## src/rtl/modexp_pkg.sv

```systemverilog
`timescale 1ns / 1ps
`default_nettype none

package modexp_pkg;

  // Fixed widths of the transaction fields and of the register port
  localparam int FIELD_BITS = 16;
  localparam int DATA_BITS = 32;
  localparam int ADDR_BITS = 3;

  localparam int OPERAND_BITS_DFLT = 16;

  // Register index, taken from paddr[2]
  localparam logic REG_MODULUS = 1'b0;
  localparam logic REG_EXPONENT = 1'b1;

  typedef enum logic [2:0] {
    ST_IDLE = 3'b001,
    ST_PREP = 3'b010,
    ST_MUL  = 3'b100
  } state_t;

endpackage

`default_nettype wire

```

## src/rtl/modular_exponentiation_unit.sv

```systemverilog
`timescale 1ns / 1ps
`default_nettype none
// From the accepting edge the unit runs one PREP pass and then one MUL pass per exponent bit
// on a pair of bit-serial modular multipliers, and then strobes done.
// A new transaction is taken only while idle, so the next one waits for the done strobe;
// the next start is taken at the edge that ends the done strobe. The receiver cannot stall.
// Reset (rst, synchronous, active high): idle, no strobe, modulus = 1, exponent = 1.

module modular_exponentiation_unit #(
  parameter int OPERAND_BITS = modexp_pkg::OPERAND_BITS_DFLT
) (
  input  wire logic                               clk,
  input  wire logic                               rst,
  // command side
  input  wire logic                               start,
  output logic                                    busy,
  input  wire logic [modexp_pkg::FIELD_BITS-1:0]  base,
  output logic                                    done,
  output logic      [modexp_pkg::FIELD_BITS-1:0]  residue,
  // register port
  input  wire logic                               psel,
  input  wire logic                               penable,
  input  wire logic                               pwrite,
  input  wire logic [modexp_pkg::ADDR_BITS-1:0]   paddr,
  input  wire logic [modexp_pkg::DATA_BITS-1:0]   pwdata,
  output logic      [modexp_pkg::DATA_BITS-1:0]   prdata,
  output logic                                    pready
);

  import modexp_pkg::*;

  localparam int W = OPERAND_BITS;
  localparam int CntBits = $clog2(OPERAND_BITS);
  localparam logic [CntBits-1:0] CntLast = CntBits'(OPERAND_BITS - 1);

  // One step of an MSB-first interleaved modular multiply:
  // r <- (2r + b*y) mod m, with r, y < m. Two conditional subtracts keep it narrow.
  function automatic logic [W-1:0] mod_step(input logic [W-1:0] r, input logic b,
                                            input logic [W-1:0] y, input logic [W-1:0] m);
    logic [W:0] t;
    logic [W:0] mx;
    mx = {1'b0, m};
    t = {r, 1'b0};
    if (t >= mx) t = t - mx;
    if (b) t = t + {1'b0, y};
    if (t >= mx) t = t - mx;
    return t[W-1:0];
  endfunction

  // ---------------------------------------------------------------------------
  // Register port: modulus at byte 0, exponent at byte 4. pready is always high.
  // ---------------------------------------------------------------------------
  logic [FIELD_BITS-1:0] modulus;
  logic [FIELD_BITS-1:0] exponent;
  logic                  cfg_wr;

  assign pready = 1'b1;
  assign cfg_wr = psel && penable && pwrite && pready;

  always_ff @(posedge clk) begin
    if (rst) begin
      modulus  <= FIELD_BITS'(1);
      exponent <= FIELD_BITS'(1);
    end else if (cfg_wr) begin
      case (paddr[2])
        REG_MODULUS:  modulus  <= pwdata[FIELD_BITS-1:0];
        REG_EXPONENT: exponent <= pwdata[FIELD_BITS-1:0];
        default: ;
      endcase
    end
  end

  always_comb begin
    case (paddr[2])
      REG_MODULUS:  prdata = {{(DATA_BITS-FIELD_BITS){1'b0}}, modulus};
      REG_EXPONENT: prdata = {{(DATA_BITS-FIELD_BITS){1'b0}}, exponent};
      default:      prdata = '0;
    endcase
  end

  // ---------------------------------------------------------------------------
  // Operands trimmed or zero-extended to the operand width
  // ---------------------------------------------------------------------------
  logic [W+FIELD_BITS-1:0] base_ext;
  logic [W+FIELD_BITS-1:0] mod_ext;
  logic [W+FIELD_BITS-1:0] exp_ext;
  logic [W-1:0]            mod_op;

  assign base_ext = {{W{1'b0}}, base};
  assign mod_ext  = {{W{1'b0}}, modulus};
  assign exp_ext  = {{W{1'b0}}, exponent};
  assign mod_op   = mod_ext[W-1:0];

  // ---------------------------------------------------------------------------
  // Sequencer and datapath.
  // PREP: reduce the base, sq = base*1 mod n, scanning base one bit a cycle.
  // MUL:  per exponent bit, run acc*sq and sq*sq side by side in one pass;
  //       keep the product into acc only when the exponent bit is set.
  // ---------------------------------------------------------------------------
  state_t           state, state_next;
  logic [W-1:0]     n_r;       // latched modulus
  logic [W-1:0]     one;       // 1 mod n
  logic [W-1:0]     acc, acc_next;
  logic [W-1:0]     sq, sq_next;
  logic [W-1:0]     racc, racc_next;   // running acc*sq
  logic [W-1:0]     rsq, rsq_next;     // running sq*sq, or base reduction in PREP
  logic [W-1:0]     sacc, sacc_next;   // scanned copy of acc (of base in PREP)
  logic [W-1:0]     ssq, ssq_next;     // scanned copy of sq
  logic [W-1:0]     eshift, eshift_next;
  logic [CntBits-1:0] cnt, cnt_next;
  logic [CntBits-1:0] ecnt, ecnt_next;
  logic             done_next;
  logic [FIELD_BITS-1:0] residue_next;
  logic [W-1:0]     mcand;
  logic [W-1:0]     racc_step;
  logic [W-1:0]     rsq_step;
  logic [W-1:0]     acc_upd;
  logic [W+FIELD_BITS-1:0] res_ext;
  logic             accept;

  assign busy   = (state != ST_IDLE);
  assign accept = start && !busy;

  // In PREP the addend is 1 mod n; afterwards it is the current square
  assign mcand     = (state == ST_PREP) ? one : sq;
  assign racc_step = mod_step(racc, sacc[W-1], mcand, n_r);
  assign rsq_step  = mod_step(rsq, (state == ST_PREP) ? sacc[W-1] : ssq[W-1], mcand, n_r);
  assign acc_upd   = eshift[0] ? racc_step : acc;
  assign res_ext   = {{FIELD_BITS{1'b0}}, acc_upd};

  always_comb begin
    state_next   = state;
    acc_next     = acc;
    sq_next      = sq;
    racc_next    = racc;
    rsq_next     = rsq;
    sacc_next    = sacc;
    ssq_next     = ssq;
    eshift_next  = eshift;
    cnt_next     = cnt;
    ecnt_next    = ecnt;
    done_next    = 1'b0;
    residue_next = residue;

    case (state)
      ST_IDLE: begin
        if (accept) begin
          state_next = ST_PREP;
          acc_next   = (mod_op == W'(1)) ? '0 : W'(1);
          sacc_next  = base_ext[W-1:0];
          rsq_next   = '0;
          racc_next  = '0;
          eshift_next = exp_ext[W-1:0];
          cnt_next   = '0;
          ecnt_next  = '0;
        end
      end
      ST_PREP: begin
        rsq_next  = rsq_step;
        sacc_next = {sacc[W-2:0], 1'b0};
        cnt_next  = cnt + CntBits'(1);
        if (cnt == CntLast) begin
          // base reduced: load both multipliers for the first exponent bit
          state_next = ST_MUL;
          sq_next    = rsq_step;
          sacc_next  = acc;
          ssq_next   = rsq_step;
          racc_next  = '0;
          rsq_next   = '0;
          cnt_next   = '0;
        end
      end
      ST_MUL: begin
        racc_next = racc_step;
        rsq_next  = rsq_step;
        sacc_next = {sacc[W-2:0], 1'b0};
        ssq_next  = {ssq[W-2:0], 1'b0};
        cnt_next  = cnt + CntBits'(1);
        if (cnt == CntLast) begin
          acc_next    = acc_upd;
          sq_next     = rsq_step;
          sacc_next   = acc_upd;
          ssq_next    = rsq_step;
          racc_next   = '0;
          rsq_next    = '0;
          cnt_next    = '0;
          eshift_next = {1'b0, eshift[W-1:1]};
          ecnt_next   = ecnt + CntBits'(1);
          if (ecnt == CntLast) begin
            // last exponent bit: drop to idle and strobe the residue
            state_next   = ST_IDLE;
            done_next    = 1'b1;
            residue_next = (n_r == '0) ? '0 : res_ext[FIELD_BITS-1:0];
          end
        end
      end
      default: state_next = ST_IDLE;
    endcase
  end

  always_ff @(posedge clk) begin
    if (rst) begin
      state <= ST_IDLE;
      done  <= 1'b0;
      cnt   <= '0;
      ecnt  <= '0;
    end else begin
      state <= state_next;
      done  <= done_next;
      cnt   <= cnt_next;
      ecnt  <= ecnt_next;
    end
  end

  // Payload registers: no reset
  always_ff @(posedge clk) begin
    if (accept) begin
      n_r <= mod_op;
      one <= (mod_op == W'(1)) ? '0 : W'(1);
    end
    acc     <= acc_next;
    sq      <= sq_next;
    racc    <= racc_next;
    rsq     <= rsq_next;
    sacc    <= sacc_next;
    ssq     <= ssq_next;
    eshift  <= eshift_next;
    residue <= residue_next;
  end

`ifndef SYNTHESIS
  a_done_idle: assert property (@(posedge clk) disable iff (rst) done |-> !busy)
    else $error("done strobe while busy");

  a_accept_busy: assert property (@(posedge clk) disable iff (rst) accept |=> busy)
    else $error("accepted transaction did not start");

  a_residue_range: assert property (@(posedge clk) disable iff (rst)
      done |-> (n_r == '0) || ({{W{1'b0}}, residue} < {{FIELD_BITS{1'b0}}, n_r}))
    else $error("residue not reduced below modulus");

  a_partial_range: assert property (@(posedge clk) disable iff (rst)
      (state == ST_MUL) && (n_r != '0) |-> (racc < n_r) && (rsq < n_r) && (sq < n_r))
    else $error("serial multiplier left its residue range");
`endif

endmodule

`default_nettype wire
```

## config.mk

```make
export PLATFORM = sky130hd
export DESIGN_NAME = modular_exponentiation_unit
export DESIGN_NICKNAME = d
export VERILOG_FILES = /design/src/rtl/modexp_pkg.sv /design/src/rtl/modular_exponentiation_unit.sv
export SDC_FILE = /design/constraint.sdc
export NUM_CORES = 1
export LEC_CHECK = 0
export BUFFER_PORTS_ARGS = -buffer_cell sky130_fd_sc_hd__buf_4
export CORE_MARGIN = 2
export CORE_UTILIZATION = 45
export CTS_CLUSTER_SIZE = 20
export DETAILED_ROUTE_END_ITERATION = 12
export PLACE_DENSITY = 0.65
export REMOVE_ABC_BUFFERS = 1
export SYNTH_ARGS = -nofsm -noshare
export SYNTH_HDL_FRONTEND = slang
export SYNTH_SLANG_ARGS = --single-unit
```

## constraint.sdc

```tcl
create_clock -name clk -period 6.2 [get_ports clk]
set_input_delay 1.55 -clock clk [delete_from_list [all_inputs] [get_ports clk]]
set_output_delay 1.55 -clock clk [all_outputs]
set_load 0.02 [all_outputs]
```

==> metrics.yaml, run 1 <==
fillCellCount: 2513
cts_max_level: 4
cts_tree: "done"
cp_slowest_stage_delay_ns: 0.52
postCtsHoldBufs: 0
r2r-start: "n_r[14]$_DFFE_PP_"
drt-initial-drc-count: 998
grt_first_pass_wirelength_mm: 68.01
drc: 0
r2r_cells: 28
power.total_mw: 12.21
core_area_sq_um: 30590
r2r_end: "rsq[6]$_SDFFCE_PP0P_"
layout-drive-gt1-share_pct: 38.97
dieWidth_microns: 180.5
die_y_microns: 180.5
clk_pin_slew_worst_paths_ns: 0.08
grt_max_degree: 43
ys_seq_area_share_pct: 37.35
fin_ws_ns: -0.3480
crit_type: "register to register"
dp_hpwl_mm: 32.72
cts_max_path_buffers: 2
wl_per_cell_microns: 19.35
routed_wl_mm: 44.77
fin_worst_skew_ns: 0.01300
crit_top_cell: "ha_4"
num_vias: 13250
rsz0062_at_grt: "true"
clockRootBuffer: "clkbuf_16"
reg2reg_slack_ns: -0.35
fin_cells: 2313
netlist_area_sq_um: 14010
start_kind: "register"
irDropWorstVdd_mv: 0.3645
clk_latency_ns: 0.45
yosysWarningCount: 0
initial_utilization_pct: 45.82
holdPathEnd: "exponent[15]$_SDFFE_PP0P_"
drv_slew: 0
drv_cap: 0
cp.required_ns: 6.37
avgSynthCellArea_sq_um: 9.245
holdWs_ns: 0.4679
numCtsBuffers: 17
synth_ff_type: "edfxtp_1"
place_congestion: 0.9333
avgViaCountPerCell: 5.727
syn_to_final_growth_pct: 40.21
port_buffers: 72
critPathSlowestCell: "edfxtp_1"
dp_cells: 2238
synth_edf_count: 145
violations: "negative setup slack"
antenna_cells: 0
hold_depth: 2
path_max_fanout: 7
grt_antenna_before_repair: 0
hold_violations: 0
fin_setup_tns_ns: -19.33
layout.nets: 2066
worstMarginPinSlew_ns: 1.139
setup_viol: 110
yosys.cell_types.count: 98
synth_seq_cells: 189
dieArea_sq_um: 32570
fp-row-count: 64
synth_top_area_share_pct: 31.07
top_level_ports: 108
hold_path_class: "register to register"
period_needed_ns: 6.548
grt_overflow: 0
synthCells: 1516
hold_start: "exponent[15]$_SDFFE_PP0P_"
power_density_nw_per_um2: 621.6
grt_pass1_vias: 12880
dr.pass1.iters: 6
antenna_left: 0
cts.sink_count: 189
power_leakage_nw: 8.213
cp.arrival_ns: 6.72
max_freq_mhz: 152.7
post-route-period-util_pct: 105.6
yosysTopAreaCell: "edfxtp_1"
grt.total_usage_pct: 26.29
run_status: "finished with violations"
slew_headroom_pct: 23.81
critPathCaptureType: "register"
synthArstFlopShare_pct: 0
synthTopCellsByArea: "edfxtp_1 31%, ha_1 8.8%, dfxtp_1 6.3%"
area by class of cell:
cell class / instances / area (sq um) / share of cell area (%)
Clock inverter: 14 / 165.2 / 0.8405
Clock buffer: 18 / 450.4 / 2.292
Multi-Input combinational cell: 1197 / 9558 / 48.64
Tap cell: 396 / 495.5 / 2.521
Sequential cell: 189 / 5235 / 26.64
Timing Repair Buffer: 428 / 3477 / 17.69
Inverter: 71 / 269.0 / 1.369
state kept, by name (all words and copies together) (netlist names):
register	cells
done	1
sacc	16
one	1
cnt	4
exponent	16
residue	16
mod_op	16
sq	16
eshift	16
ecnt	4
rsq	16
n_r	16
acc	16
state	3
racc	16
ssq	16
cells in the mapped netlist, types with 5 or more instances:
master	number
nand2_1	187
nor2_1	147
edfxtp_1	145
a21oi_1	124
ha_1	99
inv_1	71
o21ai_0	57
xnor2_1	49
clkbuf_1	44
dfxtp_1	44
mux2_2	43
a21o_1	32
a211oi_1	30
nand3_1	27
and2_1	23
xor2_1	23
and3_1	22
mux2i_1	22
nor3_1	22
buf_4	18
nand2b_1	17
nand4_1	17
nor4_1	17
o21a_1	14
o31ai_1	12
a221oi_1	10
a31oi_1	10
nor2b_1	10
a211o_1	9
o21ai_1	9
o21bai_1	9
o211ai_1	8
a222oi_1	6
buf_6	6
fa_1	6
mux2i_2	6
o22ai_1	6
o31a_1	6
or3_1	6
a22oi_1	5
a31o_2	5
nand3b_1	5
metal layers:
layer	vias up	share of wire, %	GRT usage [%]	wire (microns)
met2	446	49	44.46	21770
met1	6378	43	34.87	19410
met5	-	0	0	0
met4	0	2.7	8.419	1200
met3	79	5.3	3.577	2376
li1	6344	-	-	-
per-stage QoR:
step | util (%) | instance area [sq um] | worst slack [ns]
floorplan | - | 13660 | -0.4399
global placement | 55.97 | 17120 | -0.5838
detailed placement | 55.97 | 17120 | -0.6981
CTS | 60.94 | 18640 | -0.1755
global route | 64.24 | 19650 | -0.5607
finish | 64.24 | 19650 | -0.3480
worst max-delay path: cells and delay by family (launching register included):
kind,cells,cell delay [ns]
flops,1,0.52
xor+xnor,1,0.14
simple gates,4,0.34
mux,4,1.12
buf+inv,5,0.84
compound gates,11,2.56
fa+ha+maj,3,0.71
power breakdown:
group          leakage (nW)  switching (mW)  internal, mW
Clock                 0.301           0.584         0.572
Combinational          6.17            4.54          4.74
Sequential             1.75          0.0729          1.70
cells by family (layout without fill, tap and decap cells):
family	after synthesis	after routing	synth area share, %
buf+inv	145	531	4.839
flops	189	189	37.35
compound gates	408	408	20.14
simple gates	520	520	17.32
fa+ha+maj	105	105	9.696
other cells	2	17	0.05359
mux	75	75	6.098
xor+xnor	72	72	4.500
cell usage in the layout (no fill, tap or decap), types with 10 or more instances in the layout:
master	instances
a211oi_1	12
a211oi_2	19
a21o_1	32
a21oi_1	109
a21oi_2	16
and2_1	22
and3_1	18
buf_4	388
buf_6	25
clkbuf_16	18
conb_1	17
dfxtp_1	44
edfxtp_1	145
ha_1	63
ha_4	30
inv_1	48
inv_2	22
mux2_2	32
mux2_4	14
mux2i_1	14
mux2i_4	14
nand2_1	182
nand2b_1	15
nand3_1	24
nand4_1	17
nor2_1	134
nor2_2	12
nor3_1	18
nor4_1	10
o21a_1	14
o21ai_0	35
o21ai_1	16
o21ai_2	16
xnor2_1	47
xor2_1	23
worst max-delay path by stage:
stage | from | to | slack [ns] | cells past startpoint
3_5_place_dp | n_r[6]$_DFFE_PP_ | ssq[2]$_DFFE_PP_ | -0.70 | 26
5_1_grt | n_r[1]$_DFFE_PP_ | rsq[6]$_SDFFCE_PP0P_ | -0.56 | 29
2_1_floorplan | n_r[1]$_DFFE_PP_ | ssq[15]$_DFFE_PP_ | -0.44 | 25
4_1_cts | n_r[10]$_DFFE_PP_ | ssq[7]$_DFFE_PP_ | -0.18 | 29
3_3_place_gp | n_r[6]$_DFFE_PP_ | ssq[12]$_DFFE_PP_ | -0.58 | 26
6_report | n_r[14]$_DFFE_PP_ | rsq[6]$_SDFFCE_PP0P_ | -0.35 | 28
what timing repair did:
item,4_1_cts,5_1_grt
pin swaps,59,100
gates cloned,2,0
buffers inserted,16,36
setup endpoints to repair,112,112
resized for setup,148,170
No activity file was read; power rests on OpenSTA's default activity.
==> run 2, diff against run 1 <==
Settings changed: REMOVE_ABC_BUFFERS 1 to not set, TNS_END_PERCENT set to 5.
==> run 2 against run 1 <==
Against the previous run: the run still ends with negative setup slack left; routed wire length decreased by 2.1%; first-iteration DRC count decreased by 12%; total power decreased by 4.9%; clock power increased by 6%.
==> metrics.yaml, run 2 (synthesis gave the netlist of run 1 again) <==
fin_worst_skew_ns: 0.01830  # was 0.01300 ns
cp_slowest_stage_delay_ns: 0.57  # was 0.52 ns
dp_slack_ns: -0.5662  # was -0.6981 ns
period_needed_ns: 6.424  # was 6.548 ns
dieWidth_microns: 180.5  # unchanged
grt.total_usage_pct: 26.22  # was 26.29%
max_freq_mhz: 155.7  # was 152.7 MHz
die_y_microns: 180.5  # unchanged
core_area_sq_um: 30590  # unchanged
routed_wl_mm: 43.81  # was 44.77 mm
avgViaCountPerCell: 5.737  # was 5.727
fp-row-count: 64  # unchanged
cp.arrival_ns: 6.60  # was 6.72 ns
violations: "negative setup slack"  # unchanged
grt_max_degree: 43  # unchanged
initial_utilization_pct: 45.82  # unchanged
irDropWorstVdd_mv: 0.3419  # was 0.3645 mV
antenna_left: 0  # unchanged
layout_common_cells: "384 x buf_4, 186 x nand2_1, 145 x edfxtp_1, 139 x nor2_1, 109 x a21oi_1"  # was 388 x buf_4, 182 x nand2_1, 145 x edfxtp_1, 134 x nor2_1, 109 x a21oi_1
drv_cap: 0  # unchanged
cts_tree: "done"  # unchanged
wl_per_cell_microns: 19.11  # was 19.35 microns
post-route-period-util_pct: 103.6  # was 105.6%
seqCellArea_sq_um: 5235  # unchanged
crit_top_cell: "and3_4"  # was ha_4
layout-drive-gt1-share_pct: 35.34  # was 38.97%
numCtsBuffers: 17  # unchanged
power_leakage_nw: 8.019  # was 8.213 nW
dp_hpwl_mm: 32.60  # was 32.72 mm
fillCellCount: 2553  # was 2,513
slew_headroom_pct: 19.69  # was 23.81%
hold_path_class: "register to register"  # unchanged
cts_max_path_buffers: 2  # unchanged
drc: 0  # unchanged
antenna_cells: 0  # unchanged
critPathCaptureType: "register"  # unchanged
drv_slew: 0  # unchanged
fin_ws_ns: -0.2244  # was -0.3480 ns
start_kind: "register"  # unchanged
grt_antenna_before_repair: 0  # unchanged
grt_first_pass_wirelength_mm: 67.99  # was 68.01 mm
drt-initial-drc-count: 878  # was 998
clk_latency_ns: 0.46  # was 0.45 ns
cts.sink_count: 189  # unchanged
rsz0062_at_grt: "true"  # unchanged
layout.nets: 2045  # was 2,066
layout_commonest_cell: "buf_4"  # unchanged
cp.required_ns: 6.38  # was 6.37 ns
crit_type: "register to register"  # unchanged
cts_max_level: 4  # unchanged
dieArea_sq_um: 32570  # unchanged
port_buffers: 72  # unchanged
worstMarginPinSlew_ns: 1.200  # was 1.139 ns
syn_to_final_growth_pct: 35.76  # was 40.21%
run_status: "finished with violations"  # unchanged
multi_input_area_sq_um: 9144  # was 9558 sq um
clockRootBuffer: "clkbuf_16"  # unchanged
fin_setup_tns_ns: -12.43  # was -19.33 ns
hold_violations: 0  # unchanged
place_congestion: 0.9553  # was 0.9333
num_vias: 13150  # was 13,250
power_density_nw_per_um2: 610.4  # was 621.6 nW/um^2
clk_pin_slew_worst_paths_ns: 0.09  # was 0.08 ns
dr.pass1.iters: 7  # was 6
grt_pass1_vias: 13030  # was 12,880
critPathSlowestCell: "or4_4"  # was edfxtp_1
path_max_fanout: 4  # was 7
top_level_ports: 108  # unchanged
grt_overflow: 0  # unchanged
power.total_mw: 11.61  # was 12.21 mW
setup_viol: 103  # was 110
-- run 2: cell count changes in the layout (fill, tap and decap cells not counted), moves of 8 or more --
cell and change:
inv_1 +9, ha_4 -9, ha_1 +10, inv_2 -10
buf_6 -12, o21ai_1 +8
-- run 2: cell type report --
class                   instances  share of cell area, %
multi-input cells            1197                  48.06
clock buffers                  17                  2.236
flip-flops and latches        189                  27.52
inverters                      71                  1.414
repair buffers                407                  16.99
clock inverters                15                  1.184
well taps                     396                  2.604
-- run 2: power by group --
group | internal (mW) | switching, mW | leakage, nW | total, mW
Sequential | 1.70 | 0.0682 | 1.75 | 1.77
Combinational | 4.41 | 4.20 | 5.96 | 8.61
Clock | 0.581 | 0.648 | 0.315 | 1.23
-- run 2: timing repair --
| action | in CTS | in global routing |
|---|---|---|
| buffers inserted | 24 | 10 |
| cloned | 1 | 0 |
| endpoints found under the setup margin | 112 | 112 |
| pin swaps | 58 | 46 |
| gates resized for setup | 126 | 78 |
| hold buffers | 0 | 0 |
-- run 2: routing by layer --
metal | vias up | global-route usage (%) | share of wire, %
met4 | 0 | 9.452 | 3.2
met2 | 365 | 44.81 | 49
met1 | 6393 | 33.30 | 43
met5 | - | 0 | 0
met3 | 83 | 4.608 | 5.2
li1 | 6309 | - | -
-- run 2: worst max-delay path: cells and delay by family, from the launching register on --
kind / cells / cell delay [ns]
and+or+nand+nor: 7 / 1.60
DFF: 1 / 0.45
adders and majority gates: 3 / 0.78
buffers and inverters: 6 / 0.92
AOI/OAI and AO/OA: 9 / 1.69
xor gates and xnor gates: 1 / 0.07
muxes: 2 / 0.65
-- run 2: path summary, 6_finish.rpt --
| check | startpoint | endpoint | slack [ns] | cells past startpoint |
|---|---|---|---|---|
| max | n_r[9]$_DFFE_PP_ | acc[14]$_SDFFCE_PN0P_ | -0.22 | 28 |
| min | exponent[1]$_SDFFE_PP0P_ | exponent[1]$_SDFFE_PP0P_ | 0.47 | 2 |
| max reg2reg | n_r[9]$_DFFE_PP_ | acc[14]$_SDFFCE_PN0P_ | -0.22 | 28 |
| min reg2reg | exponent[1]$_SDFFE_PP0P_ | exponent[1]$_SDFFE_PP0P_ | 0.47 | 2 |
-- run 2: through the flow --
stage | utilization, % | instances | hold WS, ns | cell area (sq um)
after floorplan | - | 1531 | 0.4400 | 14130
after global placement | 55.85 | 2227 | 0.4522 | 17080
after global routing | 62.20 | 2292 | 0.4995 | 19030
after detailed placement | 55.85 | 2227 | 0.4584 | 17080
final | 62.20 | 2292 | 0.4714 | 19030
after CTS | 60.72 | 2283 | 0.4736 | 18570
